==> config.mk <==
export PLATFORM = sky130hd
export DESIGN_NAME = tplw_ctrl
export DESIGN_NICKNAME = d
export VERILOG_FILES = /design/src/design/tplw_pkg.sv /design/src/design/tplw_ctrl.sv
export SDC_FILE = /design/constraint.sdc
export NUM_CORES = 1
export LEC_CHECK = 0
export ABC_AREA = 1
export ABC_CLOCK_PERIOD_IN_PS = 1600
export BUFFER_PORTS_ARGS = -buffer_cell sky130_fd_sc_hd__clkbuf_2
export CAP_MARGIN = 20
export CORE_AREA = 5 5 42 44
export CTS_CLUSTER_SIZE = 8
export DETAILED_ROUTE_END_ITERATION = 7
export DIE_AREA = 0 0 47 49
export GPL_ROUTABILITY_DRIVEN = 0
export MAX_ROUTING_LAYER = met4
export SKIP_CTS_REPAIR_TIMING = 1
export SYNTH_ARGS = -nofsm -noshare
export SYNTH_HDL_FRONTEND = slang
export SYNTH_SLANG_ARGS = --single-unit
==> constraint.sdc <==
create_clock -name clock -period 1.6 [get_ports clock]
set_input_delay 0.08 -clock clock [delete_from_list [all_inputs] [get_ports clock]]
set_output_delay 0.08 -clock clock [all_outputs]
set_load 0.01 [all_outputs]
==> src/design/tplw_pkg.sv <==
// Shared types, codes and constants of the two-level page walk access unit.
package tplw_pkg;

   localparam int STORE_WORDS_DEFAULT = 16384;
   localparam int REQ_DATA_W          = 72;
   localparam int RSP_DATA_W          = 72;
   localparam int CSR_DATA_W          = 20;

   typedef enum logic [1:0] {
      OP_LOAD  = 2'd0,
      OP_READ  = 2'd1,
      OP_WRITE = 2'd2,
      OP_NONE  = 2'd3
   } op_type;

   typedef enum logic [1:0] {
      ST_OK      = 2'd0,
      ST_DIR     = 2'd1,
      ST_TABLE   = 2'd2,
      ST_OUTSIDE = 2'd3
   } status_type;

   typedef enum logic [0:0] {
      CSR_PAGING   = 1'b0,
      CSR_DIR_BASE = 1'b1
   } csr_index_type;

   typedef enum logic [3:0] {
      S_IDLE,
      S_DISPATCH,
      S_XLATE,
      S_DIR_WAIT,
      S_TAB_WAIT,
      S_DATA,
      S_DATA_WAIT,
      S_RESP
   } state_type;

   typedef enum logic [2:0] {
      CMD_NONE,
      CMD_CAPTURE,
      CMD_LOAD,
      CMD_DIR_READ,
      CMD_TAB_READ,
      CMD_PA_KEEP,
      CMD_BYTE_READ,
      CMD_BYTE_DONE
   } cmd_op_type;

   typedef struct packed {
      cmd_op_type op;
      logic       fault_en;
      status_type fault;
   } dp_cmd_type;

   typedef struct packed {
      op_type op;
      logic   paging;
      logic   last;
      logic   va_outside;
      logic   dir_outside;
      logic   entry_absent;
      logic   tab_outside;
      logic   walk_outside;
   } dp_stat_type;

   function automatic logic [1:0] last_index(input logic [1:0] size);
      logic [1:0] r;
      case (size)
         2'd0:    r = 2'd0;
         2'd1:    r = 2'd1;
         default: r = 2'd3;
      endcase
      return r;
   endfunction

endpackage

==> src/design/tplw_ctrl.sv <==
// Controller state machine sequencing the walk, data and result steps.
module tplw_ctrl (
   input  logic                  clock,
   input  logic                  reset,
   input  logic                  req_tvalid,
   output logic                  req_tready,
   output logic                  rsp_tvalid,
   input  logic                  rsp_tready,
   input  tplw_pkg::dp_stat_type stat,
   output tplw_pkg::dp_cmd_type  cmd
);

   tplw_pkg::state_type state_ff, state_in;

   always_ff @(posedge clock) begin
      if (reset) begin
         state_ff <= tplw_pkg::S_IDLE;
      end else begin
         state_ff <= state_in;
      end
   end

   always_comb begin
      state_in     = state_ff;
      cmd.op       = tplw_pkg::CMD_NONE;
      cmd.fault_en = 1'b0;
      cmd.fault    = tplw_pkg::ST_OK;
      req_tready   = 1'b0;
      rsp_tvalid   = 1'b0;
      unique case (state_ff)
         tplw_pkg::S_IDLE: begin
            req_tready = 1'b1;
            if (req_tvalid) begin
               cmd.op   = tplw_pkg::CMD_CAPTURE;
               state_in = tplw_pkg::S_DISPATCH;
            end
         end
         tplw_pkg::S_DISPATCH: begin
            unique case (stat.op) inside
               tplw_pkg::OP_LOAD: begin
                  cmd.op   = tplw_pkg::CMD_LOAD;
                  state_in = tplw_pkg::S_RESP;
               end
               tplw_pkg::OP_READ, tplw_pkg::OP_WRITE: begin
                  state_in = tplw_pkg::S_XLATE;
               end
               tplw_pkg::OP_NONE: begin
                  state_in = tplw_pkg::S_RESP;
               end
            endcase
         end
         tplw_pkg::S_XLATE: begin
            if (!stat.paging) begin
               if (stat.va_outside) begin
                  cmd.fault_en = 1'b1;
                  cmd.fault    = tplw_pkg::ST_OUTSIDE;
                  state_in     = tplw_pkg::S_RESP;
               end else begin
                  cmd.op   = tplw_pkg::CMD_PA_KEEP;
                  state_in = stat.last ? tplw_pkg::S_DATA : tplw_pkg::S_XLATE;
               end
            end else if (stat.dir_outside) begin
               cmd.fault_en = 1'b1;
               cmd.fault    = tplw_pkg::ST_OUTSIDE;
               state_in     = tplw_pkg::S_RESP;
            end else begin
               cmd.op   = tplw_pkg::CMD_DIR_READ;
               state_in = tplw_pkg::S_DIR_WAIT;
            end
         end
         tplw_pkg::S_DIR_WAIT: begin
            if (stat.entry_absent) begin
               cmd.fault_en = 1'b1;
               cmd.fault    = tplw_pkg::ST_DIR;
               state_in     = tplw_pkg::S_RESP;
            end else if (stat.tab_outside) begin
               cmd.fault_en = 1'b1;
               cmd.fault    = tplw_pkg::ST_OUTSIDE;
               state_in     = tplw_pkg::S_RESP;
            end else begin
               cmd.op   = tplw_pkg::CMD_TAB_READ;
               state_in = tplw_pkg::S_TAB_WAIT;
            end
         end
         tplw_pkg::S_TAB_WAIT: begin
            if (stat.entry_absent) begin
               cmd.fault_en = 1'b1;
               cmd.fault    = tplw_pkg::ST_TABLE;
               state_in     = tplw_pkg::S_RESP;
            end else if (stat.walk_outside) begin
               cmd.fault_en = 1'b1;
               cmd.fault    = tplw_pkg::ST_OUTSIDE;
               state_in     = tplw_pkg::S_RESP;
            end else begin
               cmd.op   = tplw_pkg::CMD_PA_KEEP;
               state_in = stat.last ? tplw_pkg::S_DATA : tplw_pkg::S_XLATE;
            end
         end
         tplw_pkg::S_DATA: begin
            cmd.op   = tplw_pkg::CMD_BYTE_READ;
            state_in = tplw_pkg::S_DATA_WAIT;
         end
         tplw_pkg::S_DATA_WAIT: begin
            cmd.op   = tplw_pkg::CMD_BYTE_DONE;
            state_in = stat.last ? tplw_pkg::S_RESP : tplw_pkg::S_DATA;
         end
         tplw_pkg::S_RESP: begin
            rsp_tvalid = 1'b1;
            if (rsp_tready) begin
               state_in = tplw_pkg::S_IDLE;
            end
         end
         default: begin
            state_in = tplw_pkg::S_IDLE;
         end
      endcase
   end

endmodule

Word-level counts from Yosys, hierarchy flattened --
Cells that the tools add are included.
Cells by class: $add $sub $neg 0, $mul 0, divide/modulo/power cells 0, $lt $le $gt $ge 0, equal/unequal tests 12, shift-type cells 0, muxes and demuxes 32, bitwise gates (word level) 0, reductions and logical operators 5
Operators by type and width (number):
- $mux W3 | 15
- $pmux W4 S8 | 1
- $pmux W3 S7 | 1
- $mux W4 | 5
- $eq A4 B3 Y1 const B | 4
- $pmux W3 S3 | 1
- $eq A4 B2 Y1 const B | 2
- $mux W2 | 4
- $pmux W4 S2 | 1
- $mux W6 | 1
- $eq A2 B2 Y1 const B | 2
- $eq A4 B1 Y1 const B | 1
- $logic_not A4 Y1 | 1
- $ne A2 B2 Y1 const B | 2
- $reduce_or A2 Y1 | 2
- $mux W1 | 3
- $eq A2 B1 Y1 const B | 1
- $logic_not A2 Y1 | 1
- $reduce_and A2 Y1 | 1
Storage, ports and cells: flip-flop bits (word level) 4, bits in latches 0, memory bits (writable) 0, ROM bits 0, output and inout bits 8, word-level logic and storage cells 50, memories kept 0

Depth between registers and ports, before layout --
Gate-level depths: netlist of the first run.
word-level depth 4, mapped depth 9, depth with buffers taken out 9

Least setup slack after synthesis of the first run --
Ideal clock, no wire load.
path type flip-flop to output port, start point register state_ff[1], end point output cmd[5] (netlist bit), arrival 1.048 ns, slack 0.472 ns, cell stages (with the launch flop) 3, cell sequence dfxtp_1 nand2_1 o311ai_0
RTL lines:
- start: declaration | line tplw_ctrl.sv:13 | tplw_pkg::state_type state_ff, state_in;
- start signal: assignment | line tplw_ctrl.sv:17 | state_ff <= tplw_pkg::S_IDLE;
- start signal: assignment | line tplw_ctrl.sv:19 | state_ff <= state_in;
- end: declaration | line tplw_ctrl.sv:10 | output tplw_pkg::dp_cmd_type cmd

==> results by group, run 1 <==
Synthesis
  – Main combinational cell family by area after synthesis: simple AND/OR/NAND/NOR gates
  – Mux cell area share after synthesis: 0%
  – Commonest cells in the netlist: nand2_1, inv_1, nor2_1
  – Synth area leaders: nand2_1, inv_1, dfxtp_1
  – Post-synth cell types: 19
  – Ys async rst share: 0%
  – Share of the synthesized area in the top cell type: 20.1%
  – Number of synthesized flops with an enable pin: 0
  – Post-Syn Nets: 96
  – Largest area contributor in the netlist: nand2_1
  – Syn. warnings: 0
  – Sequential fraction of the synthesis area: 14.0%
  – Compound-gate portion of the synthesized area: 16.9%
  – Most common cell in the netlist: nand2_1
  – Flops & latches, synth: 3
  – Adder-cell share of the synthesized area: 2.91%
  – Netlist Area Pre-Place: 430 um2
  – Average cell area after synthesis: 5.25 um2
  – Post-Synth XOR/XNOR Area: 0%
  – Simple-gate share of the synthesized area: 48.8%
  – Cells after synthesis: 82
  – Ys flop type: dfxtp_1

Placed design
  – # port buffers: 20
  – Placed Instances: 118
  – DP HPWL: 1030 um

Clock network
  – Clock sinks: 3
  – Bufs on Longest Clock Path: 2
  – Total CTS buffers: 3
  – Worst-path clk slew: 40 ps
  – Root Buffer: clkbuf_4
  – Worst-Skew Late Latency: 230 ps
  – CTS tree: done
  – H-tree levels: 1

Pwr
  – Reported net switching power: 0.443 mW
  – Combinational share of power: 66.8%
  – Sw Share: 51.0%
  – Pwr dens: 1500 nW/um2
  – Internal cell power: 0.426 mW
  – Clock power frac: 15.4%
  – Leakage power: 0.363 nW
  – Share of power burned in registers: 17.7%
  – Worst VDD drop: 0.000777 V

Cells and area
  – Final nets: 121
  – Area delta synth->final: 34.3%
  – Biggest register: state_ff
  – Top flop regs: state_ff: 3 flops
  – Antenna cells: 0
  – Layout cells sized above 1: 30.2%
  – Max reg flops: 3
  – Final Non-Filler Cells: 122

Setup path
  – WP data required: 1520 ps
  – R2R Setup Slk: 410 ps
  – CP endpoint kind: output pin
  – Critical Path Fanout Max: 4
  – Crit Path Class: reg2out
  – Critical Path AT: 1360 ps
  – Startpoint Class: register

GRT
  – Initial antenna violation count: 0
  – Global-route wire length before repair: 2050 um
  – GRT Total Usage: 12.4%
  – Gr ovfl total: 0
  – Vias in the first global route: 518
  – Largest net degree at the start of global routing: 8

Floorplan
  – # rows: 14
  – Die width: 47 um
  – IO Count: 21
  – Chip height: 49 um
  – Core ar.: 1400 um2
  – Starting density of the core: 30.7%
  – Die ar.: 2300 um2

Detailed routing
  – Final ANT Viol Nets: 0
  – Final WL: 1180 um
  – Vias/cell: 4.44
  – WL/cell: 9.66 um
  – Vias: 542
  – Pre-antenna DRT Iters: 3
  – Initial DRC count: 5
  – DRC Markers: 0

Timing
  – Tmin final: 1440 ps
  – Slew HR: 77.7%
  – RSZ-0062 raised after global routing: no
  – Slew Viols, Final: 0
  – Crit share post-route: 89.8%
  – Worst-Margin Slew: 330 ps
  – Final TNS setup: 0 ps
  – Final Hold Violating Endpoints: 0
  – Clock Skews: 0.621 ps
  – # setup viols final: 0
  – Peak Freq: 0.696 GHz

Hold path
  – Hold crit path type: in2reg

Flow run
  – # Max-Cap Violations: 0

Run status
  – Status: completed
metal layers:
layer  track usage, %  wire [um]
met5                -          0
met2             19.7        634
met4             8.29         12
met3             1.11         40
met1             14.0        490
worst max-delay path, cell delays in order (launching register included):
cell	delay, ps
dfxtp_1	370
inv_1	70
nand3_1	170
o21ai_2	110
a21oi_1	120
o311ai_0	140
clkbuf_2	160
final timing paths:
kind                                     to  depth (start not counted)         from
worst max-delay path                 cmd[5]                          6  state_ff[0]
worst min-delay path            state_ff[0]                          2        reset
worst max register to register  state_ff[2]                          9  state_ff[0]
worst min register to register  state_ff[0]                          4  state_ff[2]
per-stage QoR:
stage                     worst slack (ps)  power (mW)  instance area (um2)  utilization, %  hold WS, ps
after global placement                 344       0.742                  551            39.3          262
after detailed placement               347       0.738                  551            39.3          263
after global routing                  66.8       0.977                  578            41.3         17.3
after CTS                             84.9       0.883                  577            41.2         11.7
after floorplan                        472       0.553                  430               -          142
final                                  163       0.869                  578            41.3         24.2
cells in the final DEF (no fill, tap or decap), types with 2 or more instances in the layout:
cell      synthesis  layout
a21oi_1           2       2
clkbuf_2          0      20
clkbuf_4          0       3
dfxtp_1           3       2
inv_1            19      19
nand2_1          23      23
nand3_1           9       9
nor2_1           10      10
nor2_2            2       2
o21ai_0           3       3
area by class of cell:
class / count / area (um2)
Timing Repair Buffer: 20 / 100
Fill cell: 166 / 823
Tap cell: 16 / 20.0
Multi-Input combinational cell: 59 / 295
Inverter: 20 / 75.1
Sequential cell: 3 / 61.3
Clock buffer: 4 / 26.3
cells by family after synthesis:
group | Yosys count
compound gates | 11
flops | 3
fa+ha+maj | 1
simple gates | 47
buf+inv | 20
power groups by stage:
| stage | Sequential, mW | Clock (mW) | Combinational, mW |
|---|---|---|---|
| after floorplan | 0.144 | 0 | 0.410 |
| after global placement | 0.150 | 0 | 0.591 |
| after detailed placement | 0.152 | 0 | 0.586 |
| after CTS | 0.150 | 0.144 | 0.589 |
| after global routing | 0.158 | 0.147 | 0.672 |
| final | 0.154 | 0.134 | 0.581 |
Note: power is estimated with default switching activity, not from simulation.
==> run 2, diff against run 1 <==
--- a/config.mk
+++ b/config.mk
@@ -15,6 +15,7 @@
 export DIE_AREA = 0 0 47 49
 export GPL_ROUTABILITY_DRIVEN = 0
 export MAX_ROUTING_LAYER = met4
+export SETUP_SLACK_MARGIN = 0.3
 export SKIP_CTS_REPAIR_TIMING = 1
 export SYNTH_ARGS = -nofsm -noshare
 export SYNTH_HDL_FRONTEND = slang
==> run 2 against run 1 <==
Clock power hardly changed. Critical path depth stayed put. Setup slack better by 73 ps. Sequential share of layout area is 0.26 points lower. Critical endpoint is now cmd[3]. Highest routed layer unchanged.
==> results by group, run 2 (synthesized netlist as in run 1, its figures left out) <==
Cells and area
  – Final core occ: 49.2% (+7.9 points)
  – Final nets: 125 (+3.3%)
  – Top flop regs: state_ff: 3 flops
  – Register Area: 71.3 um2 (+16%)
  – Area of the multi-input gates: 364 um2 (+23%)
  – Max reg flops: 3 (unchanged)
  – Antenna cells: 0 (unchanged)
  – Area delta synth->final: 60.2%
  – Commonest non-fill, non-tap cell in the layout: nand2_1
  – Layout cells sized above 1: 46.4% (+16 points)
  – Biggest register: state_ff
  – Commonest non-fill, non-tap cells in the layout: nand2_1, clkbuf_2, inv_1
  – Filler Cell Count: 154 (-7.2%)

Timing
  – Worst-Margin Slew: 268 ps (-62.1 ps)
  – Slew HR: 82.0% (+4.4 points)
  – RSZ-0062 raised after global routing: yes
  – Crit share post-route: 85.2% (-4.6 points)
  – Tmin final: 1360 ps (-72.9 ps)
  – # setup viols final: 0 (unchanged)
  – Peak Freq: 0.733 GHz (+5.3%)
  – Final TNS setup: 0 ps (unchanged)
  – Slew Viols, Final: 0 (unchanged)
  – Final Hold Violating Endpoints: 0 (unchanged)
  – Clock Skews: 0.884 ps (+0.263 ps)

Detailed routing
  – Final ANT Viol Nets: 0 (unchanged)
  – WL/cell: 11.3 um (+17%)
  – DRC Markers: 0 (unchanged)
  – Vias/cell: 4.70 (+5.8%)
  – Pre-antenna DRT Iters: 4 (+1)
  – Final WL: 1420 um (+21%)
  – Vias: 592 (+9.2%)
  – Initial DRC count: 6 (+1)

GRT
  – Vias in the first global route: 518 (unchanged)
  – Largest net degree at the start of global routing: 8 (unchanged)
  – Initial antenna violation count: 0 (unchanged)
  – Global-route wire length before repair: 2050 um (unchanged)
  – GRT Total Usage: 12.4% (unchanged)
  – Gr ovfl total: 0 (unchanged)

Floorplan
  – Die ar.: 2300 um2 (unchanged)
  – Starting density of the core: 30.7% (unchanged)
  – IO Count: 21 (unchanged)
  – Die width: 47 um (unchanged)
  – Core ar.: 1400 um2 (unchanged)
  – Chip height: 49 um (unchanged)
  – # rows: 14 (unchanged)

Clock network
  – Worst-Skew Late Latency: 230 ps (about the same)
  – Worst-path clk slew: 40 ps (about the same)
  – CTS tree: done
  – Bufs on Longest Clock Path: 2 (unchanged)
  – Clock sinks: 3 (unchanged)
  – Root Buffer: clkbuf_4
  – Total CTS buffers: 3 (unchanged)
  – H-tree levels: 1 (unchanged)

Setup path
  – R2r worst-path depth: 10 (+1)
  – Setup crit start: state_ff[0]
  – Startpoint Class: register
  – Worst R2R Start: state_ff[0]
  – WP data required: 1520 ps (about the same)
  – Critical Path Fanout Max: 5 (+1)
  – Crit Path Class: reg2out
  – R2R Setup Slk: 410 ps (about the same)
  – Reg2Reg Capture Point: state_ff[2]
  – CP endpoint kind: output pin
  – Critical Path AT: 1280 ps (-80 ps)

Run status
  – Status: completed

Flow run
  – # Max-Cap Violations: 0 (unchanged)

Pwr
  – Reported net switching power: 0.568 mW (+28%)
  – Combinational share of power: 68.5% (+1.7 points)
  – Sw Share: 51.3% (+0.32 points)
  – Leakage power: 0.402 nW (+11%)
  – Clock power frac: 12.1% (-3.3 points)
  – Internal cell power: 0.539 mW (+27%)
  – Share of power burned in registers: 19.4% (+1.7 points)
  – Pwr dens: 1610 nW/um2 (+6.8%)
  – Worst VDD drop: 0.00103 V (+33%)

Hold path
  – Hold path endpoint: state_ff[0]
  – Hold crit path type: in2reg
  – Hold_sp: reset
  – Worst hold stages: 2 (unchanged)

Placed design
  – DP HPWL: 1030 um (unchanged)
  – # port buffers: 20 (unchanged)
[run 2: how the worst max path moves through the flow]
stage                        end  slack [ps]  cells past startpoint
after CTS                 cmd[5]          80                      5
after detailed placement  cmd[5]         350                      5
after global placement    cmd[5]         340                      5
final                     cmd[3]         240                      6
after global routing      cmd[3]         180                      6
after floorplan           cmd[5]         470                      2
[run 2: cell type report]
| type | count | area share [%] |
|---|---|---|
| Multi-Input combinational cell | 59 | 52.8 |
| Timing Repair Buffer | 24 | 18.9 |
| Inverter | 20 | 11.3 |
| Sequential cell | 3 | 10.3 |
| Clock buffer | 4 | 3.81 |
| Tap cell | 16 | 2.90 |
[run 2: metal layers]
| layer | GRT usage (%) | wire length [um] | vias up |
|---|---|---|---|
| li1 | - | - | 308 |
| met1 | 14.0 | 528 | 266 |
| met2 | 19.7 | 817 | 14 |
| met3 | 1.11 | 57 | 4 |
| met4 | 8.29 | 21 | 0 |
| met5 | - | 0 | - |
[run 2: stage by stage]
stage | power, mW | hold WS [ps] | area [um2] | setup WS (ps) | std cells
3_3_place_gp | 0.742 | 262 | 551 | 344 | 118
5_1_grt | 1.21 | 8.60 | 689 | 178 | 126
6_report | 1.11 | 15.8 | 689 | 236 | 126
4_1_cts | 0.883 | 11.7 | 577 | 84.9 | 122
3_5_place_dp | 0.738 | 263 | 551 | 347 | 118
2_1_floorplan | 0.553 | 142 | 430 | 472 | 82
[run 2: worst max-delay path, cell delays in order, from the launching register on]
cell and delay (ps):
dfxtp_4 370, inv_4 80, nand2_4 50, nor2_4 150, inv_2 60, o2111ai_2 180, buf_2 160
[run 2: power by group through the flow]
stage               Sequential (mW)  Combinational (mW)  Clock [mW]
finish                        0.215               0.758       0.134
global route                  0.217               0.843       0.147
CTS                           0.150               0.589       0.144
detailed placement            0.152               0.586           0
global placement              0.150               0.591           0
floorplan                     0.144               0.410           0
